### src/sv/nrw_pkg.sv
`default_nettype none

package nrw_pkg;

  localparam int NONCE_HALF_W = 64;
  localparam int NOW_W        = 32;
  localparam int EXPIRY_W     = 33;
  localparam int LIMIT_W      = 7;
  localparam int LIFETIME_W   = 20;
  localparam int CFG_INDEX_W  = 8;
  localparam int CFG_DATA_W   = 32;

  localparam logic [CFG_INDEX_W-1:0] REG_WINDOW_LIMIT = 8'd0;
  localparam logic [CFG_INDEX_W-1:0] REG_LIFETIME     = 8'd1;

  localparam logic [LIMIT_W-1:0]    LIMIT_RESET    = 7'd64;
  localparam logic [LIFETIME_W-1:0] LIFETIME_RESET = 20'd300;

  typedef enum logic {
    OP_CHECK   = 1'b0,
    OP_CLEANUP = 1'b1
  } op_t;

  typedef struct packed {
    logic [NONCE_HALF_W-1:0] nonce_high;
    logic [NONCE_HALF_W-1:0] nonce_low;
    logic [EXPIRY_W-1:0]     expiry;
  } entry_t;

  typedef struct packed {
    logic shift;
    logic append;
    logic compare;
  } cell_ctrl_t;

endpackage

`default_nettype wire

### src/sv/nrw_cell.sv
`default_nettype none

module nrw_cell #(
  parameter int IDX = 0,
  parameter int CW  = 7
) (
  input  wire                                 clk,
  input  wire nrw_pkg::cell_ctrl_t            ctrl,
  input  wire [CW-1:0]                        count,
  input  wire nrw_pkg::entry_t                new_entry,
  input  wire nrw_pkg::entry_t                neighbor,
  output nrw_pkg::entry_t                     entry,
  output logic                                match
);

  logic occupied;

  assign occupied = CW'(IDX) < count;

  always_ff @(posedge clk) begin
    if (ctrl.shift) begin
      entry <= neighbor;
    end else if (ctrl.append && (CW'(IDX) == count)) begin
      entry <= new_entry;
    end
    if (ctrl.compare) begin
      match <= occupied && (entry.nonce_high == new_entry.nonce_high) &&
               (entry.nonce_low == new_entry.nonce_low);
    end
  end

endmodule

`default_nettype wire

### config.mk
export PLATFORM = sky130hd
export DESIGN_NAME = nrw_cell
export DESIGN_NICKNAME = d
export VERILOG_FILES = /design/src/sv/nrw_pkg.sv /design/src/sv/nrw_cell.sv
export SDC_FILE = /design/constraint.sdc
export NUM_CORES = 1
export LEC_CHECK = 0
export BUFFER_PORTS_ARGS = -buffer_cell sky130_fd_sc_hd__buf_2
export CORE_AREA = 2 2 195 197
export CTS_BUF_LIST = sky130_fd_sc_hd__clkbuf_4
export DETAILED_ROUTE_END_ITERATION = 8
export DIE_AREA = 0 0 197 199
export SLEW_MARGIN = 20
export SYNTH_ARGS = -nofsm -noshare
export SYNTH_HDL_FRONTEND = slang
export SYNTH_SLANG_ARGS = --single-unit
### constraint.sdc
create_clock -name clk -period 5.3 [get_ports clk]
set_clock_uncertainty 0.15 [all_clocks]
set_input_delay 1.06 -clock clk [delete_from_list [all_inputs] [get_ports clk]]
set_output_delay 1.06 -clock clk [all_outputs]
set_load 0.005 [all_outputs]
# Word level (Yosys, flattened, before mapping)
# Cells that the tools add are included.
# op_classes
add_sub_neg,0
multipliers,0
n_div,0
order_cmp,1
n_eq_ne,2
shifts,0
muxes,2
bitwise_logic,0
n_reduce_logical,5
# ops
op,count
two-way mux 161 bit,2
== test 64 bit,2
zero test 7 bit,1
less-than comparator 1 x 7 -> 1 bit (first input constant),1
logical AND 1 bit,3
nonzero test 2 bit,1
# totals
reg_bits,162
latchBits,0
ram_bits,0
mem_bits_ro,0
input_bits,333
output_inout_bits,162
wordCells,14
n_memories,0

# Longest topological paths before layout
# Gate-level depths: netlist of the first run.
# logic_depth
ltp_word,4
mapped_depth,5

# Worst setup path before layout of the first run
# Ideal clock, no wire load.
# synth_path
kind,in2reg
from,in count[4]
to,"reg entry[0] in the netlist's numbering, enable pin"
t_arrival_ps,5082
required_time_ps,4630
path_slack_ps,-452
path_stages,3
n_path_buf,0
path_cell_list,or4_1 > nor4_2 > a21o_1
# synth_between
elab_chain_cells,3
# synth_rtl
element,line,text
from (decl),nrw_cell.sv:9,"input wire [CW-1:0] count,"
zero test 7 bit,nrw_cell.sv:23,end else if (ctrl.append && (CW'(IDX) == count)) begin
logical AND 1 bit,nrw_cell.sv:23,
nonzero test 2 bit (no source line),n/a,
to (signal assigned),nrw_cell.sv:22,entry <= neighbor;
to (signal assigned),nrw_cell.sv:24,entry <= new_entry;
to (decl),nrw_cell.sv:12,"output nrw_pkg::entry_t entry,"
# No other way between the ends.
# A chain may end at the register's enable or synchronous reset.

# Worst setup path after layout of the first run
# layout_path
from,in count[4]
to,"reg entry[104] in the netlist's numbering, enable pin"
# Same word-level chain as after synthesis.

==> impl_summary.log, run 1 <==
INFO  metric finalHoldWorstSlack = roughly 0.5 ns
INFO  metric placement.io_buffers = ~490
INFO  metric place.gp.congestion = between 0.7 and 0.8
INFO  metric grt_first_pass_wirelength = ~38 mm
INFO  metric net_switching_power = 0.816 mW
INFO  metric antenna_found_initial = 4
INFO  metric dieHeight = 199 µm
INFO  metric post_cts_repair_timing_setup_buffer_count = 0
INFO  metric fin_util = 31.1%
INFO  metric globalRouteOverflowTotal = 0
INFO  metric cts_h_tree_depth = 4
INFO  metric num_io_pins = 495
INFO  metric crit_path_max_fanout = between 150 and 200
INFO  metric netlist-cell-type-count = 13
INFO  metric report.final.hold_viol_count = 0
INFO  metric totalNegativeSetupSlack = 0 ns
INFO  metric seq_area_frac_synth = a little under 60%
INFO  metric worst_pin_slew = approximately 1.0 ns
INFO  metric timing.max_slew.rel_slack = slightly above 30%
INFO  metric gate_count_after_technology_mapping = 516
INFO  metric syn_nets = around 850
INFO  metric routed-via-count = between 6000 and 7000
INFO  metric cts_tree = done
INFO  metric number_of_global_route_vias_before_repair = 6529
INFO  metric clockBufferDepth = 2
INFO  metric seq_power_share = 52.8%
INFO  metric cts_hold_buffers = 0
INFO  metric cellLeakagePower = roughly 4.7 nW
INFO  metric layout-area-overhead-vs-synth = 41.1%
INFO  metric intPower = ~2.3 mW
INFO  metric drt-wirelength-per-cell = roughly 18 µm
INFO  metric grt_start_max_net_pins = about 160
INFO  metric outcome = finished, final reports clean
INFO  metric regArea = approximately 0.0049 mm²
INFO  metric syn_avg_cell_area = 15.9 µm²
INFO  metric design.die.area = about 0.039 mm²
INFO  metric layout.cells.most_common_list = buf_2, edfxtp_1, mux2_2
INFO  metric highest_achievable_clock_rate = about 0.35 GHz
INFO  metric final-max-slew-violation-count = 0
INFO  metric dpl_cell_area = between 0.01 and 0.015 mm²
INFO  metric synthesis.yosys.warnings = 0
INFO  metric route.final.wire_length = between 20 and 30 mm
INFO  metric min_period_over_period = a little over half
INFO  metric drcViolationCount = 0
INFO  metric design_area = approximately 0.012 mm²
INFO  metric syn-cell-area = 0.00819 mm²
INFO  metric power.switching_fraction = between 20% and 30%
INFO  metric multi_input_comb_area = between 0.003 and 0.004 mm²
INFO  metric kind_of_capture_point_of_the_worst_setup_path = flop
INFO  metric post_cts.resized_instances = 0
INFO  metric drc_marker_count_from_the_first_detailed_route_iteration = 177
INFO  metric worstPathRequired = between 5 and 6 ns
INFO  metric dpl.hpwl = between 20 and 25 mm
INFO  metric core.rowCount = between 70 and 80
INFO  metric ys_ff_latch = approximately 160
INFO  metric ant_nets = 0
INFO  metric critPathKind = input port to flop
INFO  metric max_cap_viol_count = 0
INFO  metric start_util = about 22%
INFO  metric final.min_clock_period = 2.88 ns
INFO  metric arrival = ~3.0 ns
INFO  metric dieWidth = slightly below 200 µm
INFO  metric design.final.nets = ~1300
INFO  metric mostFrequentLayoutCell = buf_2
INFO  metric pwr_density_cell = 266 mW/mm²
INFO  metric hold_wc_path_type = input port to flop
INFO  metric clock-root-buffer = clkbuf_4
INFO  metric detail_route.vias_per_cell = approximately 4.2
INFO  metric setup.worst_path.start_class = input port
INFO  metric drt-pass1-iter-count = 4
INFO  metric drive_above_1_share = 67.3%
INFO  metric tritoncts.num_buffers = 17
INFO  metric rsz0062_at_grt = no
INFO  metric report.final.setup_viol = 0
INFO  metric numClockSinks = approximately 160
INFO  metric cts.clk_slew.worst_paths = approximately 0.13 ns
INFO  metric combPwrFrac = 19.2%
INFO  metric grt_util_all_layers = between 10% and 20%
INFO  metric irDropWorstVdd = ~0.12 mV
INFO  metric num-fill-cells = 3821
INFO  metric clock_insertion_delay_at_the_later_pin_of_the_skew_report = between 0.6 and 0.7 ns
INFO  metric design.core.area = 0.0371 mm²
INFO  metric clockPowerShare = ~28%
==> routing by layer <==
metal  share of wire [%]  wire [µm]  GRT usage, %
met5               0.030          8             0
met4                 2.3        629          5.21
met3                 8.9       2390          5.31
met2                  51      13800          23.4
met1                  38      10100          14.4
==> final cells by class <==
type	instances	area share (%)
Antenna cell	4	0.0866
Clock buffer	18	1.17
Clock inverter	13	1.60
Multi-Input combinational cell	336	28.1
Sequential cell	162	42.1
Tap cell	474	5.13
Timing Repair Buffer	497	21.9
==> flip-flops by register name, indices dropped and copies added (netlist names) <==
| signal | flops |
|---|---|
| entry | 161 |
| match | 1 |
==> kinds of logic (layout without fill, tap and decap cells) <==
| family | after synthesis | count (layout) | share of synthesized area (%) |
|---|---|---|---|
| AOI/OAI and AO/OA | 1 | 1 | 0.0917 |
| DFF | 162 | 162 | 59.4 |
| other | 0 | 4 | 0 |
| and+or+nand+nor | 46 | 46 | 3.62 |
| muxes | 161 | 161 | 22.1 |
| buffers and inverters | 18 | 528 | 1.10 |
| xor gates and xnor gates | 128 | 128 | 13.7 |
==> worst max-delay path, cell delays in order <==
cell and delay, ns:
buf_2 0.09, or4_1 0.53, nor4_2 0.25, a21o_4 0.19, buf_12 0.56
==> Yosys cell counts, drive strengths merged <==
cell type	instances	area [µm²]
edfxtp	162	4860
mux2	161	1810
xnor2	96	841
xor2	32	280
nand4	27	169
buf	18	90.1
nor4	15	106
a21o	1	7.51
nand3	1	5.00
nor2	1	3.75
nor3	1	5.00
or4	1	7.51
==> path summary, 6_finish.rpt <==
path                                      startpoint                    to  slack (ns)  cells after the start
worst max-delay path                        count[4]  entry[104]$_DFFE_PP_        2.42                      5
worst min-delay path                         ctrl[0]       match$_DFFE_PP_        0.49                      1
worst max register to register  entry[110]$_DFFE_PP_       match$_DFFE_PP_        2.70                      5
worst min register to register  entry[117]$_DFFE_PP_       match$_DFFE_PP_        0.72                      5
==> stage by stage <==
step | power (mW) | setup WS [ns] | std cells
final | 3.08 | 2.42 | 1504
after global routing | 3.25 | 2.29 | 1503
after CTS | 3.15 | 2.22 | 1500
after detailed placement | 2.26 | 1.48 | 1469
after global placement | 2.25 | 1.57 | 1469
after floorplan | 1.92 | 0.961 | 516
==> power by group through the flow <==
stage	registers, mW	clock network [mW]	logic [mW]
2_1_floorplan	1.67	0	0.255
6_report	1.63	0.862	0.592
3_5_place_dp	1.66	0	0.604
3_3_place_gp	1.65	0	0.602
4_1_cts	1.63	0.917	0.607
5_1_grt	1.64	0.961	0.651
Note: power is estimated with default switching activity, not from simulation.
==> run 2, diff against run 1 <==
Settings changed: ABC_AREA set to 1, CORE_AREA 2 2 195 197 to 2 2 191 193, DIE_AREA 0 0 197 199 to 0 0 193 195.
Clock period 5.3 ns to 2.4 ns, I/O delays scaled along.
==> impl_summary.log, run 2 <==
INFO  metric timing.max_slew.rel_slack = 64.4%
INFO  metric worstPathRequired = about 1.8 ns
INFO  metric clock-root-buffer = clkbuf_4
INFO  metric synth_commonest_cells = nand2_1, edfxtp_1, inv_1
INFO  metric cts_hold_buffers = 270
INFO  metric power.switching_fraction = between 20% and 30%
INFO  metric worst_path_dominant_cell_family = flip-flops
INFO  metric placement.io_buffers = between 400 and 500
INFO  metric report.final.hold_viol_count = 0
INFO  metric netlist-cell-type-count = 16
INFO  metric timing.hold.worst.start = new_entry[138]
INFO  metric multi_input_comb_area = 0.00343 mm²
INFO  metric final.min_clock_period = ~1.9 ns
INFO  metric gate_count_after_technology_mapping = roughly 1100
INFO  metric drcViolationCount = 0
INFO  metric routed-via-count = ~10000
INFO  metric post_cts.resized_instances = 0
INFO  metric synthesis.yosys.warnings = 0
INFO  metric clockBufferDepth = 2
INFO  metric dieHeight = between 150 and 200 µm
INFO  metric irDropWorstVdd = roughly 0.33 mV
INFO  metric pwr_density_cell = a little under 500 mW/mm²
INFO  metric syn_nets = approximately 1400
INFO  metric layout-area-overhead-vs-synth = 70.7%
INFO  metric top_regs = entry x161, match x1
INFO  metric net_switching_power = about 2.1 mW
INFO  metric critPathKind = flop to primary output
INFO  metric postSynth.asyncResetShare = 0%
INFO  metric design.final.nets = 2224
INFO  metric timing.final.ws_setup = 0.508 ns
INFO  metric drt-pass1-iter-count = 5
INFO  metric ant_nets = 0
INFO  metric drive_above_1_share = around 30%
INFO  metric dpl.hpwl = around 27 mm
INFO  metric cellLeakagePower = 7.66 nW
INFO  metric intPower = between 5 and 6 mW
INFO  metric syn_avg_cell_area = roughly 8 µm²
INFO  metric detailedPlace.worstSlack = -0.0314 ns
INFO  metric report.final.setup_viol = 0
INFO  metric synth.most_common_cell = nand2_1
INFO  metric numClockSinks = between 150 and 200
INFO  metric holdPathStages = 3
INFO  metric reg2reg_to = match$_DFFE_PP_
INFO  metric timing.critical_path.cells = buf_2
INFO  metric cts.clk_slew.worst_paths = approximately 0.15 ns
INFO  metric design.die.area = ~0.038 mm²
INFO  metric dieWidth = a little under 200 µm
INFO  metric clockPowerShare = between 20% and 30%
INFO  metric post_cts_repair_timing_setup_buffer_count = 0
INFO  metric synth_top_area_share = ~55%
INFO  metric yosys-top-cells-area = edfxtp_1, nand2_1, inv_1
INFO  metric num_io_pins = roughly 500
INFO  metric grt_util_all_layers = 18.4%
INFO  metric drc_marker_count_from_the_first_detailed_route_iteration = ~430
INFO  metric synth_edf_count = about 160
INFO  metric drt-wirelength-per-cell = roughly 15 µm
INFO  metric highest_achievable_clock_rate = 0.528 GHz
INFO  metric arrival = roughly 1.3 ns
INFO  metric globalRouteOverflowTotal = 0
INFO  metric worst_path_max_delay_cell = edfxtp_1
INFO  metric critical_path.max_stage_delay = about 0.47 ns
INFO  metric max_cap_viol_count = 0
INFO  metric worst_r2r_startpoint = entry[130]$_DFFE_PP_
INFO  metric final-max-slew-violation-count = 0
INFO  metric crit_path_max_fanout = 3
INFO  metric seq_area_frac_synth = a little over half
INFO  metric kind_of_capture_point_of_the_worst_setup_path = primary output
INFO  metric cts_tree = done
INFO  metric core.rowCount = 69
INFO  metric route.final.wire_length = roughly 36 mm
INFO  metric grt_first_pass_wirelength = around 52 mm
INFO  metric layout.cells.most_common_list = nand2_1, buf_2, dlygate4sd3_1
INFO  metric mostFrequentLayoutCell = nand2_1
INFO  metric worst_pin_slew = ~0.53 ns
INFO  metric overall_power = 7.32 mW
INFO  metric rsz0062_at_grt = no
INFO  metric number_of_global_route_vias_before_repair = 10289
INFO  metric registers.top_by_ff_count = entry
INFO  metric fin_util = a little over two fifths
INFO  metric num-fill-cells = ~3500
INFO  metric design.core.area = ~0.035 mm²
INFO  metric detail_route.vias_per_cell = 4.23
INFO  metric antenna_found_initial = 9
INFO  metric start_util = 25.1%
INFO  metric cts_h_tree_depth = 4
INFO  metric synth-main-ff-cell = edfxtp_1
INFO  metric combPwrFrac = roughly a quarter
INFO  metric setup.worst_path.start_class = flop
INFO  metric outcome = finished, final reports clean
INFO  metric min_delay_worst_endpoint = entry[138]$_DFFE_PP_
INFO  metric regArea = ~0.0049 mm²
INFO  metric rrSetupSlack = about 0.60 ns
INFO  metric seq_power_share = between 40% and 50%
INFO  metric hold_wc_path_type = input port to flop
INFO  metric reg2regPathDepth = 7
INFO  metric cp_num_cells = 1
INFO  metric clock_insertion_delay_at_the_later_pin_of_the_skew_report = 0.61 ns
INFO  metric tritoncts.num_buffers = 17
INFO  metric syn-cell-area = around 0.0089 mm²
INFO  metric grt_start_max_net_pins = 115
INFO  metric largest_register_ff_count = ~160
INFO  metric total_buffers_and_inverters_traversed_by_the_critical_path = 1
INFO  metric ys_ff_latch = roughly 160
INFO  metric place.gp.congestion = slightly below 0.9
INFO  metric cell_taking_the_most_area_after_synthesis = edfxtp_1
INFO  metric min_period_over_period = between 70% and 80%
INFO  metric totalNegativeSetupSlack = 0 ns
[run 2: cell count changes after synthesis, moves of 4 or more]
cell	before	now
nand2_1	0	583
mux2_2	161	0
inv_1	0	124
o21ai_0	0	72
nor2_1	1	65
xnor2_1	96	38
nand4_1	27	2
clkbuf_1	0	14
nor4_1	13	0
xor2_1	32	24
nor3_1	1	5
[run 2: area by class of cell]
type | instances | area share (%)
multi-input cells | 794 | 22.6
inverters | 125 | 3.10
clock inverters | 15 | 1.20
clock buffers | 17 | 0.841
well taps | 461 | 3.80
diodes | 8 | 0.132
flip-flops and latches | 162 | 32.1
repair buffers | 791 | 36.3
[run 2: how the worst max path moves through the flow]
| stage | from | end | slack, ns |
|---|---|---|---|
| 6_report | entry[111]$_DFFE_PP_ | entry[111] | 0.51 |
| 5_1_grt | entry[130]$_DFFE_PP_ | match$_DFFE_PP_ | 0.37 |
| 4_1_cts | entry[128]$_DFFE_PP_ | entry[128] | 0.40 |
| 3_5_place_dp | count[3] | entry[1]$_DFFE_PP_ | -0.03 |
| 3_3_place_gp | count[3] | entry[1]$_DFFE_PP_ | -0.02 |
| 2_1_floorplan | count[2] | entry[0]$_DFFE_PP_ | -1.59 |
[run 2: layer usage]
layer / global-route usage, % / share of wire (%) / vias to the layer above
li1: - / - / 5015
met1: 19.6 / 38 / 4533
met2: 33.2 / 51 / 407
met3: 4.58 / 7.5 / 72
met4: 9.79 / 3.7 / 0
met5: 0 / 0 / -
[run 2: power groups by stage]
stage	registers (mW)	logic, mW	clock network, mW
after floorplan	3.68	0.606	0
after global placement	3.66	1.46	0
after detailed placement	3.67	1.48	0
after CTS	3.61	1.88	1.90
after global routing	3.64	2.10	2.00
final	3.61	1.88	1.83
[run 2: kinds of logic after synthesis]
group           share of synthesized area, %
simple gates                            28.0
xor+xnor                                6.11
compound gates                          4.11
flops                                   54.7
buf+inv                                 7.08
[run 2: tightest hold or removal path, delay by kind of cell]
family	cells	cell delay, ns
AOI/OAI and AO/OA	1	0.14
buffers and inverters	2	0.13
[run 2: per-stage QoR]
stage | std cells | hold WS, ns | area, µm²
6_report | 2373 | 0.0883 | 15200
5_1_grt | 2371 | 0.0121 | 15200
4_1_cts | 2365 | 0.00160 | 15200
3_5_place_dp | 2063 | 0.578 | 12100
3_3_place_gp | 2063 | 0.576 | 12100
2_1_floorplan | 1116 | 0.442 | 8920
==> run 3, diff against run 2 <==
Clock period 2.4 ns to 1.8 ns, I/O delays scaled along.
==> impl_summary.log, run 3 (same netlist as run 2, synthesis figures left out) <==
INFO  metric outcome = complete, but fails checks
INFO  metric violations = negative setup slack
INFO  metric cts_tree = done
INFO  metric final-max-slew-violation-count = 0
INFO  metric route.final.wire_length = 38.3 mm
INFO  metric report.final.hold_viol_count = 0
INFO  metric layout.cells.most_common_list = nand2_1, buf_2, dlygate4sd3_1
INFO  metric timing.critical_path.cells = buf_6, buf_6
INFO  metric clock-root-buffer = clkbuf_4
INFO  metric start_util = roughly 25%
INFO  metric number_of_standard_cells_in_the_layout_taps_in_and_fillers_out = 2507
INFO  metric place.gp.congestion = approximately 0.87
INFO  metric drive_above_1_share = a little under a third
INFO  metric mostFrequentLayoutCell = nand2_1
INFO  metric final.min_clock_period = ~1.8 ns
INFO  metric grt_first_pass_wirelength = between 50 and 60 mm
INFO  metric clockPowerShare = between 20% and 30%
INFO  metric antenna_found_initial = 8
INFO  metric crit_top_cell = buf_6
INFO  metric rsz0062_at_grt = yes
INFO  metric cts_h_tree_depth = 4
INFO  metric numClockSinks = around 160
INFO  metric min_period_over_period = 102%
INFO  metric top_regs = entry x161, match x1
INFO  metric timing.final.ws_setup = -0.0333 ns
INFO  metric combPwrFrac = 30.0%
INFO  metric routed-via-count = 10787
INFO  metric clock_insertion_delay_at_the_later_pin_of_the_skew_report = 0.62 ns
INFO  metric max_cap_viol_count = 0
INFO  metric hold_wc_path_type = input port to flop
INFO  metric grt_util_all_layers = between 10% and 20%
INFO  metric finalHoldWorstSlack = between 0.09 and 0.1 ns
INFO  metric worstPathRequired = approximately 1.3 ns
INFO  metric clockBufferDepth = 2
INFO  metric fin_util = between 40% and 50%
INFO  metric grt_start_max_net_pins = 72
INFO  metric num_io_pins = between 400 and 500
INFO  metric drt-wirelength-per-cell = 15.3 µm
INFO  metric largest_register_ff_count = 161
INFO  metric pwr_density_cell = around 610 mW/mm²
INFO  metric ant_nets = 0
INFO  metric setup.worst_path.start_class = flop
INFO  metric crit_path_max_fanout = 2
INFO  metric dpl.hpwl = 27.3 mm
INFO  metric cellLeakagePower = between 8 and 9 nW
INFO  metric worst_pin_slew = about 0.38 ns
INFO  metric kind_of_capture_point_of_the_worst_setup_path = primary output
INFO  metric worst_path_max_delay_cell = edfxtp_1
INFO  metric timing.max_slew.rel_slack = about three quarters
INFO  metric intPower = slightly below 7 mW
INFO  metric placement.io_buffers = 494
INFO  metric place.detailed.instances = about 2100
INFO  metric design.core.area = 0.0354 mm²
INFO  metric layout-area-overhead-vs-synth = 83.5%
INFO  metric critPathKind = flop to primary output
INFO  metric dieWidth = just under 200 µm
INFO  metric core.rowCount = between 60 and 70
INFO  metric irDropWorstVdd = between 0.4 and 0.5 mV
INFO  metric drt-pass1-iter-count = 4
INFO  metric arrival = roughly 1.3 ns
INFO  metric power.switching_fraction = 29.7%
INFO  metric detailedPlace.worstSlack = -0.305 ns
INFO  metric registers.top_by_ff_count = entry
INFO  metric seq_power_share = approximately half
INFO  metric design.die.area = about 0.038 mm²
INFO  metric net_switching_power = just under 3 mW
INFO  metric highest_achievable_clock_rate = 0.545 GHz
INFO  metric detail_route.vias_per_cell = roughly 4.3
INFO  metric cts.clk_slew.worst_paths = about 0.15 ns
INFO  metric dieHeight = 195 µm
INFO  metric report.final.setup_viol = 2
INFO  metric drcViolationCount = 0
INFO  metric number_of_global_route_vias_before_repair = ~11000
INFO  metric design.final.nets = between 2000 and 2500
INFO  metric tritoncts.num_buffers = 17
INFO  metric globalRouteOverflowTotal = 0
INFO  metric drc_marker_count_from_the_first_detailed_route_iteration = 542
INFO  metric critical_path.max_stage_delay = between 0.4 and 0.5 ns
INFO  metric totalNegativeSetupSlack = -0.0574 ns
## run 3: changes by cell type in the layout (fill, tap and decap cells not counted), sizes merged
cell,change
buf,+86
bufinv,-2
clkbuf,+2
clkinv,+1
clkinvlp,+1
diode,-3
dlygate4sd3,+51
inv,-2
## run 3: final cells by class
| class | count | area, µm² |
|---|---|---|
| clock buffers | 19 | 143 |
| well taps | 461 | 577 |
| clock inverters | 13 | 111 |
| flip-flops and latches | 162 | 4860 |
| inverters | 125 | 470 |
| diodes | 5 | 12.5 |
| fillers | 3351 | 19100 |
| multi-input cells | 794 | 3460 |
| repair buffers | 928 | 6680 |
## run 3: what timing repair did
action | 4_1_cts | 5_1_grt
resized for setup | 7 | 8
setup buffers | 53 | 14
pin swaps | 1 | 3
gates cloned | 0 | 0
hold buffers | 321 | 0
setup endpoints to repair | 70 | 90
endpoints found under the hold margin | 162 | 0
## run 3: path summary, 6_finish.rpt
check | from | to | slack, ns | depth (start not counted)
worst max-delay path | entry[42]$_DFFE_PP_ | entry[42] | -0.03 | 2
worst min register to register | entry[49]$_DFFE_PP_ | match$_DFFE_PP_ | 0.79 | 5
worst max register to register | entry[123]$_DFFE_PP_ | match$_DFFE_PP_ | 0.08 | 11
worst min-delay path | new_entry[133] | entry[133]$_DFFE_PP_ | 0.1 | 4
## run 3: worst max-delay path: cells and delay by family (launching register included)
kind | cells | cell delay [ns]
flops | 1 | 0.46
buf+inv | 2 | 0.24
## run 3: metrics by stage
stage | area, µm² | power (mW)
2_1_floorplan | 8920 | 5.72
3_3_place_gp | 12400 | 6.91
3_5_place_dp | 12400 | 6.94
4_1_cts | 16200 | 9.91
5_1_grt | 16300 | 10.5
6_report | 16300 | 9.90
## run 3: power groups by stage
stage | Clock (mW) | Combinational (mW) | Sequential (mW)
2_1_floorplan | 0 | 0.808 | 4.91
3_3_place_gp | 0 | 2.03 | 4.88
3_5_place_dp | 0 | 2.05 | 4.89
4_1_cts | 2.25 | 2.88 | 4.78
5_1_grt | 2.37 | 3.26 | 4.82
6_report | 2.15 | 2.96 | 4.78
## run 3: per-layer routing
layer | vias to the layer above | track usage, % | part of all wire, %
met2 | 479 | 35.3 | 50
met3 | 80 | 4.96 | 6.9
met5 | - | 0 | 0
li1 | 5289 | - | -
met4 | 0 | 9.40 | 3.8
met1 | 4939 | 21.7 | 39
